$ cat src/design/cst_pkg.sv
`timescale 1ns / 1ps
// Shared types and constants for the CPU scheduler tick engine.
// No dependencies; used by the controller, datapath, top level and testbench.
package cst_pkg;

  localparam int MaxProcs = 16;
  localparam int SlotBits = 4;
  localparam int TimeBits = 16;
  localparam int CntBits  = 5;

  localparam logic [1:0] ReqLoad    = 2'd0;
  localparam logic [1:0] ReqTick    = 2'd1;
  localparam logic [1:0] ReqRestart = 2'd2;

  localparam logic [2:0] ModeFcfs  = 3'd0;
  localparam logic [2:0] ModeSjf   = 3'd1;
  localparam logic [2:0] ModeSrtf  = 3'd2;
  localparam logic [2:0] ModePrio  = 3'd3;
  localparam logic [2:0] ModePprio = 3'd4;
  localparam logic [2:0] ModeRr    = 3'd5;

  localparam logic [1:0] AddrMode    = 2'd0;
  localparam logic [1:0] AddrQuantum = 2'd1;
  localparam logic [1:0] AddrCount   = 2'd2;

  typedef enum logic [3:0] {
    StIdle,
    StAdmit,
    StInsScan,
    StInsShift,
    StSched,
    StPreScan,
    StPreShift,
    StDispatch,
    StRun,
    StOut
  } state_e;

  // Commands from controller to datapath.
  typedef struct packed {
    logic       start;     // latch request
    logic       do_load;
    logic       do_restart;
    logic       scan_clr;  // reset scan index
    logic       scan_inc;
    logic       admit;     // mark slot admitted and build a new entry
    logic       build_cur; // new entry from the running process
    logic       ins_init;  // start insert position search
    logic       ins_step;  // advance insert position
    logic       shift_step;// shift one entry toward the tail
    logic       ins_write; // place new entry
    logic       dispatch;  // pop head into the CPU
    logic       preempt;   // drop current, mark switched
    logic       run;       // execute one unit
    logic       finish_nop;// result with nothing run
  } cmd_t;

  typedef struct packed {
    logic [1:0] req;
    logic       active;    // done_count below process count
    logic       scan_last;
    logic       admit_hit;
    logic       ins_done;  // insert position found
    logic       shift_done;
    logic       cur_valid;
    logic       q_nonempty;
    logic       swap;
  } status_t;

endpackage

$ cat src/design/cst_ctrl.sv
`timescale 1ns / 1ps
// Controller state machine of the tick engine.
// Depends on cst_pkg; drives commands into cst_datapath.
module cst_ctrl (
  input  logic             clk_i,
  input  logic             rst_ni,
  input  logic             in_valid_i,
  input  logic             out_busy_i,
  input  cst_pkg::status_t st_i,
  output logic             in_stall_o,
  output cst_pkg::cmd_t    cmd_o
);

  cst_pkg::state_e state_q, state_d;
  logic            from_pre_q, from_pre_d;

  assign in_stall_o = (state_q != cst_pkg::StIdle);

  always_ff @(posedge clk_i or negedge rst_ni) begin
    if (!rst_ni) begin
      state_q    <= cst_pkg::StIdle;
      from_pre_q <= 1'b0;
    end else begin
      state_q    <= state_d;
      from_pre_q <= from_pre_d;
    end
  end

  always_comb begin
    state_d    = state_q;
    from_pre_d = from_pre_q;
    case (state_q)
      cst_pkg::StIdle: begin
        if (in_valid_i) begin
          state_d = cst_pkg::StAdmit;
        end
      end
      cst_pkg::StAdmit: begin
        if (st_i.req != cst_pkg::ReqTick || !st_i.active) begin
          state_d = cst_pkg::StOut;
        end else if (st_i.admit_hit) begin
          state_d    = cst_pkg::StInsScan;
          from_pre_d = 1'b0;
        end else if (st_i.scan_last) begin
          state_d = cst_pkg::StSched;
        end
      end
      cst_pkg::StInsScan: begin
        if (st_i.ins_done) begin
          state_d = from_pre_q ? cst_pkg::StPreShift : cst_pkg::StInsShift;
        end
      end
      cst_pkg::StInsShift: begin
        if (st_i.shift_done) begin
          state_d = st_i.scan_last ? cst_pkg::StSched : cst_pkg::StAdmit;
        end
      end
      cst_pkg::StSched: begin
        if (!st_i.cur_valid && st_i.q_nonempty) begin
          state_d = cst_pkg::StDispatch;
        end else if (st_i.cur_valid && st_i.q_nonempty && st_i.swap) begin
          state_d    = cst_pkg::StInsScan;
          from_pre_d = 1'b1;
        end else begin
          state_d = cst_pkg::StRun;
        end
      end
      cst_pkg::StPreScan: state_d = cst_pkg::StInsScan;
      cst_pkg::StPreShift: begin
        if (st_i.shift_done) begin
          state_d = cst_pkg::StDispatch;
        end
      end
      cst_pkg::StDispatch: state_d = cst_pkg::StRun;
      cst_pkg::StRun:      state_d = cst_pkg::StOut;
      cst_pkg::StOut: begin
        if (!out_busy_i) begin
          state_d = cst_pkg::StIdle;
        end
      end
      default: state_d = cst_pkg::StIdle;
    endcase
  end

  always_comb begin
    cmd_o = '0;
    case (state_q)
      cst_pkg::StIdle: begin
        cmd_o.start    = in_valid_i;
        cmd_o.scan_clr = in_valid_i;
      end
      cst_pkg::StAdmit: begin
        if (st_i.req == cst_pkg::ReqLoad) begin
          cmd_o.do_load = 1'b1;
        end
        if (st_i.req == cst_pkg::ReqRestart) begin
          cmd_o.do_restart = 1'b1;
        end
        if (st_i.req != cst_pkg::ReqTick || !st_i.active) begin
          cmd_o.finish_nop = 1'b1;
        end else if (st_i.admit_hit) begin
          cmd_o.admit    = 1'b1;
          cmd_o.ins_init = 1'b1;
        end else begin
          cmd_o.scan_inc = 1'b1;
        end
      end
      cst_pkg::StInsScan: cmd_o.ins_step = !st_i.ins_done;
      cst_pkg::StInsShift: begin
        if (st_i.shift_done) begin
          cmd_o.ins_write = 1'b1;
          cmd_o.scan_inc  = 1'b1;
        end else begin
          cmd_o.shift_step = 1'b1;
        end
      end
      cst_pkg::StSched: begin
        if (st_i.cur_valid && st_i.q_nonempty && st_i.swap) begin
          cmd_o.build_cur = 1'b1;
          cmd_o.preempt   = 1'b1;
          cmd_o.ins_init  = 1'b1;
        end
      end
      cst_pkg::StPreShift: begin
        if (st_i.shift_done) begin
          cmd_o.ins_write = 1'b1;
        end else begin
          cmd_o.shift_step = 1'b1;
        end
      end
      cst_pkg::StDispatch: cmd_o.dispatch = 1'b1;
      cst_pkg::StRun: begin
        cmd_o.run = 1'b1;
      end
      default: ;
    endcase
  end

endmodule

$ cat src/design/cst_datapath.sv
`timescale 1ns / 1ps
// Datapath of the tick engine: slot tables, ready queue, CPU state and results.
// Depends on cst_pkg; steered by cst_ctrl.
module cst_datapath (
  input  logic                          clk_i,
  input  logic                          rst_ni,
  input  cst_pkg::cmd_t                 cmd_i,
  output cst_pkg::status_t              st_o,
  input  logic [2:0]                    mode_i,
  input  logic [7:0]                    quantum_i,
  input  logic [cst_pkg::CntBits-1:0]   count_i,
  input  logic [1:0]                    req_type_i,
  input  logic [cst_pkg::SlotBits-1:0]  slot_i,
  input  logic [15:0]                   arrival_time_i,
  input  logic [15:0]                   burst_len_i,
  input  logic [7:0]                    priority_req_i,
  input  logic                          out_take_i,
  output logic                          out_valid_o,
  output logic [3:0]                    running_slot_o,
  output logic                          idle_o,
  output logic                          switched_o,
  output logic                          completed_o,
  output logic [15:0]                   turnaround_o,
  output logic [15:0]                   waiting_o,
  output logic                          all_done_o
);

  localparam int SB = cst_pkg::SlotBits;
  localparam int CB = cst_pkg::CntBits;
  localparam int TB = cst_pkg::TimeBits;
  localparam int MP = cst_pkg::MaxProcs;

  // Request latch.
  logic [1:0]  req_q;
  logic [SB-1:0] slot_q;
  logic [15:0] arr_in_q, bur_in_q;
  logic [7:0]  pri_in_q;

  logic [15:0] slot_arr_q [MP];
  logic [15:0] slot_bur_q [MP];
  logic [7:0]  slot_pri_q [MP];
  logic [MP-1:0] admitted_q;

  logic [SB-1:0] q_slot_q [MP];
  logic [15:0]   q_rem_q  [MP];
  logic [CB-1:0] q_cnt_q;

  logic          cur_v_q;
  logic [SB-1:0] cur_slot_q;
  logic [15:0]   cur_rem_q;
  logic [7:0]    slice_q;
  logic [TB-1:0] time_q;
  logic [CB-1:0] done_q;

  logic [CB-1:0] scan_q;
  logic [CB-1:0] pos_q;
  logic [CB-1:0] sh_q;
  logic [SB-1:0] new_slot_q;
  logic [15:0]   new_rem_q;
  logic          sw_q;

  logic [CB-1:0] n_eff;
  logic [SB-1:0] scan_idx, pos_idx, sh_idx;
  logic [15:0]   new_key, pos_key, head_key, cur_key;
  logic          sorted;

  assign n_eff    = (count_i > CB'(MP)) ? CB'(MP) : count_i;
  assign scan_idx = scan_q[SB-1:0];
  assign pos_idx  = pos_q[SB-1:0];
  assign sh_idx   = sh_q[SB-1:0];
  assign sorted   = (mode_i == cst_pkg::ModeSjf) || (mode_i == cst_pkg::ModeSrtf) ||
                    (mode_i == cst_pkg::ModePrio) || (mode_i == cst_pkg::ModePprio);

  function automatic logic [15:0] key_of(input logic [2:0] m, input logic [15:0] rem,
                                         input logic [7:0] pri);
    if (m == cst_pkg::ModeSjf || m == cst_pkg::ModeSrtf) begin
      return rem;
    end else if (m == cst_pkg::ModePrio || m == cst_pkg::ModePprio) begin
      return {8'd0, pri};
    end
    return 16'd0;
  endfunction

  assign new_key  = key_of(mode_i, new_rem_q, slot_pri_q[new_slot_q]);
  assign pos_key  = key_of(mode_i, q_rem_q[pos_idx], slot_pri_q[q_slot_q[pos_idx]]);
  assign head_key = key_of(mode_i, q_rem_q[0], slot_pri_q[q_slot_q[0]]);
  assign cur_key  = key_of(mode_i, cur_rem_q, slot_pri_q[cur_slot_q]);

  always_comb begin
    st_o           = '0;
    st_o.req       = req_q;
    st_o.active    = done_q < n_eff;
    st_o.scan_last = (scan_q + CB'(1) >= n_eff) || (scan_q >= n_eff);
    st_o.admit_hit = (scan_q < n_eff) && !admitted_q[scan_idx] &&
                     (TB'(slot_arr_q[scan_idx]) <= time_q);
    st_o.ins_done  = !sorted || (pos_q >= q_cnt_q) || (pos_key > new_key);
    st_o.shift_done = (sh_q <= pos_q);
    st_o.cur_valid = cur_v_q;
    st_o.q_nonempty = q_cnt_q != '0;
    case (mode_i)
      cst_pkg::ModeSrtf:  st_o.swap = cur_rem_q > q_rem_q[0];
      cst_pkg::ModePprio: st_o.swap = cur_key > head_key;
      cst_pkg::ModeRr:    st_o.swap = slice_q >= ((quantum_i == 8'd0) ? 8'd1 : quantum_i);
      default:            st_o.swap = 1'b0;
    endcase
  end

  // Slot tables: no reset, written by load requests.
  always_ff @(posedge clk_i) begin
    if (cmd_i.do_load) begin
      slot_arr_q[slot_q] <= arr_in_q;
      slot_bur_q[slot_q] <= bur_in_q;
      slot_pri_q[slot_q] <= pri_in_q;
    end
  end

  always_ff @(posedge clk_i) begin
    if (cmd_i.start) begin
      slot_q   <= slot_i;
      arr_in_q <= arrival_time_i;
      bur_in_q <= burst_len_i;
      pri_in_q <= priority_req_i;
    end
    if (cmd_i.admit) begin
      new_slot_q <= scan_idx;
      new_rem_q  <= slot_bur_q[scan_idx];
    end else if (cmd_i.build_cur) begin
      new_slot_q <= cur_slot_q;
      new_rem_q  <= cur_rem_q;
    end
    if (cmd_i.ins_write) begin
      q_slot_q[pos_idx] <= new_slot_q;
      q_rem_q[pos_idx]  <= new_rem_q;
    end else if (cmd_i.shift_step) begin
      q_slot_q[sh_idx] <= q_slot_q[sh_idx - SB'(1)];
      q_rem_q[sh_idx]  <= q_rem_q[sh_idx - SB'(1)];
    end else if (cmd_i.dispatch) begin
      for (int k = 0; k < MP - 1; k++) begin
        q_slot_q[k] <= q_slot_q[k+1];
        q_rem_q[k]  <= q_rem_q[k+1];
      end
    end
  end

  logic [15:0] rem_next;
  logic [TB-1:0] fin;
  logic [16:0] tat_w, wt_w;
  assign rem_next = (cur_rem_q != 16'd0) ? cur_rem_q - 16'd1 : 16'd0;
  assign fin      = (time_q != '1) ? time_q + TB'(1) : time_q;
  assign tat_w    = (fin >= TB'(slot_arr_q[cur_slot_q])) ?
                    17'(fin - TB'(slot_arr_q[cur_slot_q])) : 17'd0;
  assign wt_w     = (tat_w >= {1'b0, slot_bur_q[cur_slot_q]}) ?
                    tat_w - {1'b0, slot_bur_q[cur_slot_q]} : 17'd0;

  always_ff @(posedge clk_i or negedge rst_ni) begin
    if (!rst_ni) begin
      req_q <= '0; admitted_q <= '0; q_cnt_q <= '0; cur_v_q <= 1'b0;
      cur_slot_q <= '0; cur_rem_q <= '0; slice_q <= '0; time_q <= '0;
      done_q <= '0; scan_q <= '0; pos_q <= '0; sh_q <= '0; sw_q <= 1'b0;
      out_valid_o <= 1'b0; running_slot_o <= '0; idle_o <= 1'b0; switched_o <= 1'b0;
      completed_o <= 1'b0; turnaround_o <= '0; waiting_o <= '0;
    end else begin
      if (out_take_i) begin
        out_valid_o <= 1'b0;
      end
      if (cmd_i.start) begin
        req_q <= req_type_i;
        sw_q  <= 1'b0;
      end
      if (cmd_i.scan_clr) begin
        scan_q <= '0;
      end else if (cmd_i.scan_inc) begin
        scan_q <= scan_q + CB'(1);
      end
      if (cmd_i.admit) begin
        admitted_q[scan_idx] <= 1'b1;
      end
      if (cmd_i.ins_init) begin
        pos_q <= sorted ? '0 : q_cnt_q;
        sh_q  <= q_cnt_q;
      end else if (cmd_i.ins_step) begin
        pos_q <= pos_q + CB'(1);
      end else if (cmd_i.shift_step) begin
        sh_q <= sh_q - CB'(1);
      end
      if (cmd_i.ins_write) begin
        q_cnt_q <= q_cnt_q + CB'(1);
      end
      if (cmd_i.preempt) begin
        cur_v_q <= 1'b0;
        sw_q    <= 1'b1;
      end
      if (cmd_i.dispatch) begin
        cur_slot_q <= q_slot_q[0];
        cur_rem_q  <= q_rem_q[0];
        cur_v_q    <= 1'b1;
        slice_q    <= '0;
        q_cnt_q    <= q_cnt_q - CB'(1);
      end
      if (cmd_i.finish_nop) begin
        out_valid_o <= 1'b1; running_slot_o <= '0; idle_o <= 1'b1;
        switched_o <= 1'b0; completed_o <= 1'b0; turnaround_o <= '0; waiting_o <= '0;
      end
      if (cmd_i.run) begin
        out_valid_o <= 1'b1;
        switched_o  <= sw_q;
        if (time_q != '1) begin
          time_q <= time_q + TB'(1);
        end
        if (cur_v_q) begin
          idle_o         <= 1'b0;
          running_slot_o <= cur_slot_q;
          cur_rem_q      <= rem_next;
          if (rem_next == 16'd0) begin
            completed_o  <= 1'b1;
            turnaround_o <= tat_w[16] ? 16'hFFFF : tat_w[15:0];
            waiting_o    <= wt_w[16] ? 16'hFFFF : wt_w[15:0];
            cur_v_q      <= 1'b0;
            slice_q      <= '0;
            if (done_q != '1) begin
              done_q <= done_q + CB'(1);
            end
          end else begin
            completed_o <= 1'b0; turnaround_o <= '0; waiting_o <= '0;
            if (slice_q != 8'hFF) begin
              slice_q <= slice_q + 8'd1;
            end
          end
        end else begin
          idle_o <= 1'b1; running_slot_o <= '0; completed_o <= 1'b0;
          turnaround_o <= '0; waiting_o <= '0;
        end
      end
      if (cmd_i.do_restart) begin
        admitted_q <= '0; q_cnt_q <= '0; cur_v_q <= 1'b0; cur_slot_q <= '0;
        cur_rem_q <= '0; slice_q <= '0; time_q <= '0; done_q <= '0;
      end
    end
  end

  // Done flag follows the live count so a config write is seen at once.
  assign all_done_o = done_q >= n_eff;

endmodule

$ cat src/design/cpu_scheduler_tick_engine.sv
`timescale 1ns / 1ps
// Top level of the CPU scheduler tick engine: APB registers, controller, datapath.
// Depends on cst_pkg, cst_ctrl and cst_datapath.
//
// Usage: a request enters on in_valid_i/in_stall_o with req_type_i selecting a slot
// load, one scheduler tick, or a restart of the run. Every request yields exactly one
// result on out_valid_o/out_stall_i. Loads write the slot tables; ticks admit arrived
// slots into the ready queue, schedule according to sched_mode and run the CPU for one
// time unit, reporting the slot that ran, a switch, and completion statistics.
// A request is handled one at a time. Loads, restarts, unknown codes and ticks after
// the run is done go from admission straight to their result. A tick walks the slots
// one per cycle, pausing at each admitted slot for the position scan over the queue
// and the single-entry shift that insert it; a preemption adds one more such insert.
// The admission walk and the single-entry queue shifter set how long a tick occupies.
// Reset clears the run state, leaves the slot tables undefined until loaded, and sets
// sched_mode to FCFS, quantum to 2 and process_count to 1. While the receiver stalls,
// the result waits in the output register and no new request is taken.
// Registers sit at byte addresses 0 (sched_mode), 4 (quantum), 8 (process_count).
module cpu_scheduler_tick_engine (
  input  logic        clk_i,
  input  logic        rst_ni,
  input  logic        psel,
  input  logic        penable,
  input  logic        pwrite,
  input  logic [3:0]  paddr,
  input  logic [31:0] pwdata,
  output logic [31:0] prdata,
  output logic        pready,
  input  logic        in_valid_i,
  output logic        in_stall_o,
  input  logic [1:0]  req_type_i,
  input  logic [3:0]  slot_i,
  input  logic [15:0] arrival_time_i,
  input  logic [15:0] burst_len_i,
  input  logic [7:0]  priority_req_i,
  output logic        out_valid_o,
  input  logic        out_stall_i,
  output logic [3:0]  running_slot_o,
  output logic        idle_o,
  output logic        switched_o,
  output logic        completed_o,
  output logic [15:0] turnaround_o,
  output logic [15:0] waiting_o,
  output logic        all_done_o
);

  logic [2:0] mode_q;
  logic [7:0] quantum_q;
  logic [4:0] count_q;
  logic       wr;

  cst_pkg::cmd_t    cmd;
  cst_pkg::status_t st;

  assign pready = 1'b1;
  assign wr     = psel && penable && pwrite;

  // Configuration registers, written in the access phase.
  always_ff @(posedge clk_i or negedge rst_ni) begin
    if (!rst_ni) begin
      mode_q    <= cst_pkg::ModeFcfs;
      quantum_q <= 8'd2;
      count_q   <= 5'd1;
    end else if (wr) begin
      case (paddr[3:2])
        cst_pkg::AddrMode:    mode_q    <= pwdata[2:0];
        cst_pkg::AddrQuantum: quantum_q <= pwdata[7:0];
        cst_pkg::AddrCount:   count_q   <= pwdata[4:0];
        default: ;
      endcase
    end
  end

  always_comb begin
    case (paddr[3:2])
      cst_pkg::AddrMode:    prdata = {29'd0, mode_q};
      cst_pkg::AddrQuantum: prdata = {24'd0, quantum_q};
      cst_pkg::AddrCount:   prdata = {27'd0, count_q};
      default:              prdata = 32'd0;
    endcase
  end

  // Unknown modes behave as FCFS.
  logic [2:0] mode_eff;
  assign mode_eff = (mode_q > cst_pkg::ModeRr) ? cst_pkg::ModeFcfs : mode_q;

  cst_ctrl u_ctrl (
    .clk_i      (clk_i),
    .rst_ni     (rst_ni),
    .in_valid_i (in_valid_i),
    .out_busy_i (out_valid_o),
    .st_i       (st),
    .in_stall_o (in_stall_o),
    .cmd_o      (cmd)
  );

  cst_datapath u_dp (
    .clk_i          (clk_i),
    .rst_ni         (rst_ni),
    .cmd_i          (cmd),
    .st_o           (st),
    .mode_i         (mode_eff),
    .quantum_i      (quantum_q),
    .count_i        (count_q),
    .req_type_i     (req_type_i),
    .slot_i         (slot_i),
    .arrival_time_i (arrival_time_i),
    .burst_len_i    (burst_len_i),
    .priority_req_i (priority_req_i),
    .out_take_i     (out_valid_o && !out_stall_i),
    .out_valid_o    (out_valid_o),
    .running_slot_o (running_slot_o),
    .idle_o         (idle_o),
    .switched_o     (switched_o),
    .completed_o    (completed_o),
    .turnaround_o   (turnaround_o),
    .waiting_o      (waiting_o),
    .all_done_o     (all_done_o)
  );

endmodule

$ cat config.mk
export PLATFORM = sky130hd
export DESIGN_NAME = cpu_scheduler_tick_engine
export DESIGN_NICKNAME = d
export VERILOG_FILES = /design/src/design/cst_pkg.sv /design/src/design/cst_ctrl.sv /design/src/design/cst_datapath.sv /design/src/design/cpu_scheduler_tick_engine.sv
export SDC_FILE = /design/constraint.sdc
export NUM_CORES = 2
export LEC_CHECK = 0
export BUFFER_PORTS_ARGS = -buffer_cell sky130_fd_sc_hd__buf_2
export CORE_ASPECT_RATIO = 0.8
export CORE_MARGIN = 3
export CORE_UTILIZATION = 31
export CTS_CLUSTER_DIAMETER = 50
export DETAILED_ROUTE_END_ITERATION = 8
export SKIP_LAST_GASP = 1
export SLEW_MARGIN = 20
export SYNTH_ARGS = -nofsm -noshare
export SYNTH_HDL_FRONTEND = slang
export SYNTH_SLANG_ARGS = --single-unit
$ cat constraint.sdc
create_clock -name clk_i -period 13.9 [get_ports clk_i]
set_input_delay 0.695 -clock clk_i [delete_from_list [all_inputs] [get_ports clk_i]]
set_output_delay 0.695 -clock clk_i [all_outputs]
set_load 0.02 [all_outputs]
# After elaboration in Yosys (flattened, before gate mapping)
# Memory sizes are Yosys's and may differ from the RTL's. A register that Yosys moved wholly into a read port is not among the register bits.
# Index checks and enable logic that the tools add are counted.
[op_classes] n_addsub=12 bitwise=1 n_eq_ne=32 mux=159 order_cmp=18 n_reduce_logical=58
[ops] op="$mux 16" count=35
[ops] op="$mux 4" count=24
[ops] op="$mux 5" count=17
[ops] op="$mux 1" count=59
[ops] op="$mux 8" count=7
[ops] op="$gt 16x16->1" count=3
[ops] op="$pmux 4 s10" count=1
[ops] op="$mux 17" count=2
[ops] op="$reduce_or 16->1" count=2
[ops] op="$reduce_bool 2->1" count=13
[ops] op="$pmux 8 s3" count=1
[ops] op="$add 5x1->5 const B" count=4
[ops] op="$ge 5x5->1" count=4
[ops] op="$ge 17x16->1" count=1
[ops] op="$sub 16x16->17" count=1
[ops] op="$sub 17x16->17" count=1
[ops] op="$add 16x1->16 const B" count=1
[ops] op="$eq 4x3->1 const B" count=4
[ops] op="$ge 16x16->1" count=1
[ops] op="$le 16x16->1" count=1
[ops] op="$logic_not 16->1" count=1
[ops] op="$ne 16x16->1 const B" count=1
[ops] op="$or 16x16->16" count=1
[ops] op="$reduce_bool 16->1" count=1
[ops] op="other kinds (45)" count=94
[totals] in_bits=89 output_inout_bits=75 n_memories=5 register_bits=214 word_cells=316 mem_bits_rw=960
[memory_table] name="u_dp.q_rem_q" depth=16 width=16 read_ports=18 rd_ports_with_merged_regs=0 write_ports=15 line="cst_datapath.sv:45" text="logic [15:0] q_rem_q [MP];"
[memory_table] name="u_dp.slot_arr_q" depth=16 width=16 read_ports=2 rd_ports_with_merged_regs=0 write_ports=1 line="cst_datapath.sv:39" text="logic [15:0] slot_arr_q [MP];"
[memory_table] name="u_dp.slot_bur_q" depth=16 width=16 read_ports=2 rd_ports_with_merged_regs=0 write_ports=1 line="cst_datapath.sv:40" text="logic [15:0] slot_bur_q [MP];"
[memory_table] name="u_dp.slot_pri_q" depth=16 width=8 read_ports=4 rd_ports_with_merged_regs=1 write_ports=1 line="cst_datapath.sv:41" text="logic [7:0] slot_pri_q [MP];"
[memory_table] name="u_dp.q_slot_q" depth=16 width=4 read_ports=18 rd_ports_with_merged_regs=0 write_ports=15 line="cst_datapath.sv:44" text="logic [SB-1:0] q_slot_q [MP];"

# Depth between registers and ports, before layout
[logic_depth] word_depth=18 mapped_depth=31 ltp_nobuf=28

# Cells and area by module
# A second synthesis with hierarchy kept.
[hier_totals] cells_unflattened=3982 hier_area_um2=63344.5
[by_module_without_submodules] module="cst_datapath" area_per_inst_um2=61740.5 seq_area_each_um2=34057.7 cells_each=3821 instances=1
[by_module_without_submodules] module="cpu_scheduler_tick_engine" area_per_inst_um2=983.4 seq_area_each_um2=402.9 cells_each=85 instances=1
[by_module_without_submodules] module="cst_ctrl" area_per_inst_um2=620.6 seq_area_each_um2=125.1 cells_each=76 instances=1

# Worst setup path after synthesis
# No wires, ideal clock.
[synth_timing] path_type="register to register" from="reg u_dp.cur_slot_q[0]" to="reg u_dp.waiting_o[10]" required_ns=13.824 n_path_buf=5 t_arrival_ns=6.708 path_slack_ns=7.115 setup_ns=0.076 stages_incl_launch_ff=28 synth_period_minus_slack_ns=6.785 cell_sequence="dfrtp_1 > buf_2 > buf_1 > buf_1 > mux4_2 > mux4_2 > inv_1 > ha_1 > o21a_1 > o31a_1 > o31ai_1 > a21oi_1 > nand2b_1 > a21oi_1 > clkbuf_1 > nor3_1 > ha_1 > nor2b_1 > o2111ai_1 > a31oi_1 > nor2_1 > o2111ai_1 > o21ai_0 > o21ai_0 > xor2_1 > clkbuf_1 > nor2_1 > o21ai_1"
[synth_between] elab_chain_cells=9 word_cells_on_any_way=12 classes_between="add/sub: 2; order compare: 2; mux: 6; memory: 2"
[synth_lines] item="from (decl)" line="cst_datapath.sv:49" text="logic [SB-1:0] cur_slot_q;"
[synth_lines] item="from (signal assigned)" line="cst_datapath.sv:194" text="cur_slot_q <= q_slot_q[0];"
[synth_lines] item="$mem_v2 16x16"
[synth_lines] item="$sub 16x16->17 / $ge 16x16->1 (equally long branches)" line="cst_datapath.sv:151, cst_datapath.sv:150"
[synth_lines] item="$mux 17" line="cst_datapath.sv:150" text="assign tat_w = (fin >= TB'(slot_arr_q[cur_slot_q])) ?"
[synth_lines] item="$sub 17x16->17 / $ge 17x16->1 (equally long branches)" line="cst_datapath.sv:153, cst_datapath.sv:152"
[synth_lines] item="$mux 17 (*)" line="cst_datapath.sv:152" text="assign wt_w = (tat_w >= {1'b0, slot_bur_q[cur_slot_q]}) ?"
[synth_lines] item="$mux 16 (*)" line="cst_datapath.sv:217" text="waiting_o <= wt_w[16] ? 16'hFFFF : wt_w[15:0];"
[synth_lines] item="$mux 16 (*)" line="cst_datapath.sv:214" text="if (rem_next == 16'd0) begin"
[synth_lines] item="$mux 16 (*)" line="cst_datapath.sv:210" text="if (cur_v_q) begin"
[synth_lines] item="$mux 16 (*)" line="cst_datapath.sv:204" text="if (cmd_i.run) begin"
[synth_lines] item="to (signal assigned)" line="cst_datapath.sv:217"
[synth_lines] item="to (decl)" line="cst_datapath.sv:24" text="output logic [15:0] waiting_o,"
# Every way passes the cells marked *; elsewhere a longest branch is shown, timed or not.
# A chain may end at the register's enable or synchronous reset.

# Worst setup path after layout
[layout_timing] from="reg u_dp.cur_slot_q[0]" to="reg u_dp.waiting_o[4]"
# Same word-level chain as after synthesis.

==> results.yml <==
synth:
  ys_types: 80
  synth_seq_cells: 1178
  seq_area_frac_synth: 0.551
  synth_top_flop_cell: "edfxtp_1"
  yosys_warnings: 0
  synth-edff-count: 1024
  syn-mean-instance-area_sq_um: 15.9
  synthArstFlopShare: 0.127
  synth_area_sq_um: 62800
  syn-instance-count: 3940
hold_path:
  hp-class: "in2reg"
setup_path:
  crit_required_ns: 14.59
  regToRegSetupSlack_ns: 5.53
  start_kind: "flip-flop"
  cp_data_arrival_time_ns: 9.06
  path_class: "reg2reg"
  path_max_fanout: 77
  cp-end-kind: "flip-flop"
timing:
  rsz0062_at_grt: "false"
  setup_viol_count_final: 0
  drv_slew: 0
  fin_crit_sh: 0.602
  hold_viol: 0
  tns_ns: 0
  slew_headroom: 0.267
  fin_worst_skew_ns: 0.0389
  fmax_mhz: 119
  tightest_slew_ns: 1.07
  hold_ws_ns: 0.0998
  period_needed_ns: 8.37
power_and_ir_drop:
  leakagePower_nw: 23.5
  design_power_total_mw: 13.1
  power_density_nw_per_um2: 184
  max-vdd-ir-drop_v: 0.000141
run:
  max_cap_violations: 0
clock_tree:
  clkTransAtPathRegs_ns: 0.06
  cts-htree-levels: 4
  clock_latency_ns: 0.78
  cts_made_buffers: 141
  cts_root_buf: "clkbuf_16"
  cts_tree: "done"
  post-cts-setup-buffers: 0
  cts_sinks: 1178
  clockBufferDepth: 3
drt:
  wl_per_cell_um: 26.4
  remaining_drc_errors: 0
  vias_per_cell: 5.69
  final_antenna_net_count: 0
  drt-initial-drc-count: 4357
  drt_wl_total_mm: 180
  met2WireLength_mm: 79.9
  top_layer: "met5"
  vias: 38616
  met1_length_mm: 78.4
  first_pass_iters: 6
  wl_met3_mm: 16.8
grt:
  grt_max_degree: 168
  grtUsageTotal: 0.171
  first_global_vias: 38618
  antenna_found_initial: 13
  grt_overflow_total: 0
  grt_pass1_wl_mm: 265
finish:
  fill_cells: 18837
  final_common_cell: "edfxtp_1"
  area_growth_pct: 13.3
  fin_nets: 4228
  layout_common_cells: "edfxtp_1, mux4_2, o21a_1, nand2_1, nor2_1"
  drive_above_1_share: 0.294
run_status:
  status: "finished, final reports clean"
placement:
  dp_hpwl_mm: 109
  finalWeightedCongestion: 0.859
  port_buffers: 112
floorplan:
  num_rows: 147
  die_area_sq_um: 208000
  core_sq_um: 201000
  die_x_um: 509
  die-height_um: 409
  io_pins: 164
  initial_core_util: 0.312
## power by group
| group | internal (mW) | total [mW] | switching, mW |
|---|---|---|---|
| clock network | 2.12 | 3.67 | 1.54 |
| logic | 2.20 | 4.71 | 2.51 |
| registers | 4.27 | 4.72 | 0.451 |
## critical path, cell delays in order (launching register included)
cell and delay, ns:
dfrtp_4 0.76, buf_4 0.61, buf_12 0.60, mux4_2 0.61, mux4_2 0.47, inv_1 0.34, ha_1 0.36, nand4_1 0.15
nor2_1 0.06, o31ai_1 0.09, a21oi_1 0.18, nand2b_1 0.24, a21oi_1 0.83, nor3_1 0.21, ha_1 0.41, nor2b_1 0.20
o2111ai_1 0.15, a31oi_1 0.23, nor2_1 0.11, o2111ai_1 0.19, o21ai_0 0.20, o21ai_0 0.34, xor2_2 0.59, nor2_1 0.13
o21ai_1 0.14
## Yosys cell counts, drive strengths merged (38+ instances only)
master | number | area [sq um]
edfxtp | 1024 | 30700
mux4 | 675 | 15200
o21a | 320 | 2400
clkbuf | 192 | 721
nand2 | 187 | 702
nor2 | 170 | 641
dfrtp | 148 | 3700
ha | 143 | 1790
o21ai | 130 | 654
a21oi | 120 | 601
buf | 117 | 584
inv | 117 | 439
mux2 | 50 | 567
a21o | 46 | 345
xnor2 | 44 | 385
nor2b | 42 | 263
nand2b | 40 | 250
nand3 | 40 | 205
nor3 | 38 | 201
## through the flow
step           instances   util  setup WS [ns]  cell area [sq um]
2_1_floorplan       3963      -           7.12              62900
3_3_place_gp        6531  0.331           5.27              66500
3_5_place_dp        6531  0.331           5.32              66500
4_1_cts             6786  0.354           5.26              71100
5_1_grt             6787  0.354           4.93              71100
6_report            6791  0.354           5.53              71200
## state kept, by name, indices dropped and copies added (netlist names), 64 cells and up, named ones only
signal           count
u_dp.slot_arr_q    256
u_dp.q_slot_q       64
u_dp.slot_bur_q    256
u_dp.q_rem_q       256
u_dp.slot_pri_q    128
## final cells by class
cell class	count	area (sq um)	share of cell area
Multi-Input combinational cell	2357	26800	0.377
Antenna cell	5	12.5	0.000176
Clock inverter	91	951	0.0134
Sequential cell	1178	34600	0.487
Inverter	119	449	0.00631
Tap cell	2682	3360	0.0472
Timing Repair Buffer	196	1260	0.0177
Clock buffer	163	3660	0.0515
## layer usage
layer | GRT usage | up-vias
li1 | - | 16139
met1 | 0.254 | 20304
met2 | 0.252 | 1895
met3 | 0.0345 | 276
met4 | 0.0508 | 2
met5 | 0 | -
## repair_timing
action | 4_1_cts | 5_1_grt
hold buffers | 1 | 0
gates resized for setup | 0 | 0
endpoints found under the setup margin | 0 | 0
hold endpoints to repair | 33 | 0
## worst paths after layout
check	end	from	cells past startpoint
min in group asynchronous	u_dp.running_slot_o[1]$_DFFE_PN0P_	rst_ni	2
max in group asynchronous	quantum_q[6]$_DFFE_PN0P_	rst_ni	4
setup / recovery	u_dp.waiting_o[4]$_DFFE_PN0P_	u_dp.cur_slot_q[0]$_DFFE_PN0P_	24
hold reg to reg	u_dp.turnaround_o[3]$_DFFE_PN0P_	u_dp.turnaround_o[3]$_DFFE_PN0P_	1
hold / removal	u_dp.slot_q[1]$_DFFE_PP_	slot_i[1]	1
setup reg to reg	u_dp.waiting_o[4]$_DFFE_PN0P_	u_dp.cur_slot_q[0]$_DFFE_PN0P_	24
## cells by family (layout without fill, tap and decap cells)
group,count (synthesis),after routing,share of synthesized area
buf+inv,428,569,0.0279
compound gates,731,731,0.0786
flops,1178,1178,0.551
xor+xnor,62,62,0.00865
other cells,2,30,0.000120
mux,743,743,0.254
simple gates,650,650,0.0507
fa+ha+maj,146,146,0.0294
Power figures use the tool's default switching activity.
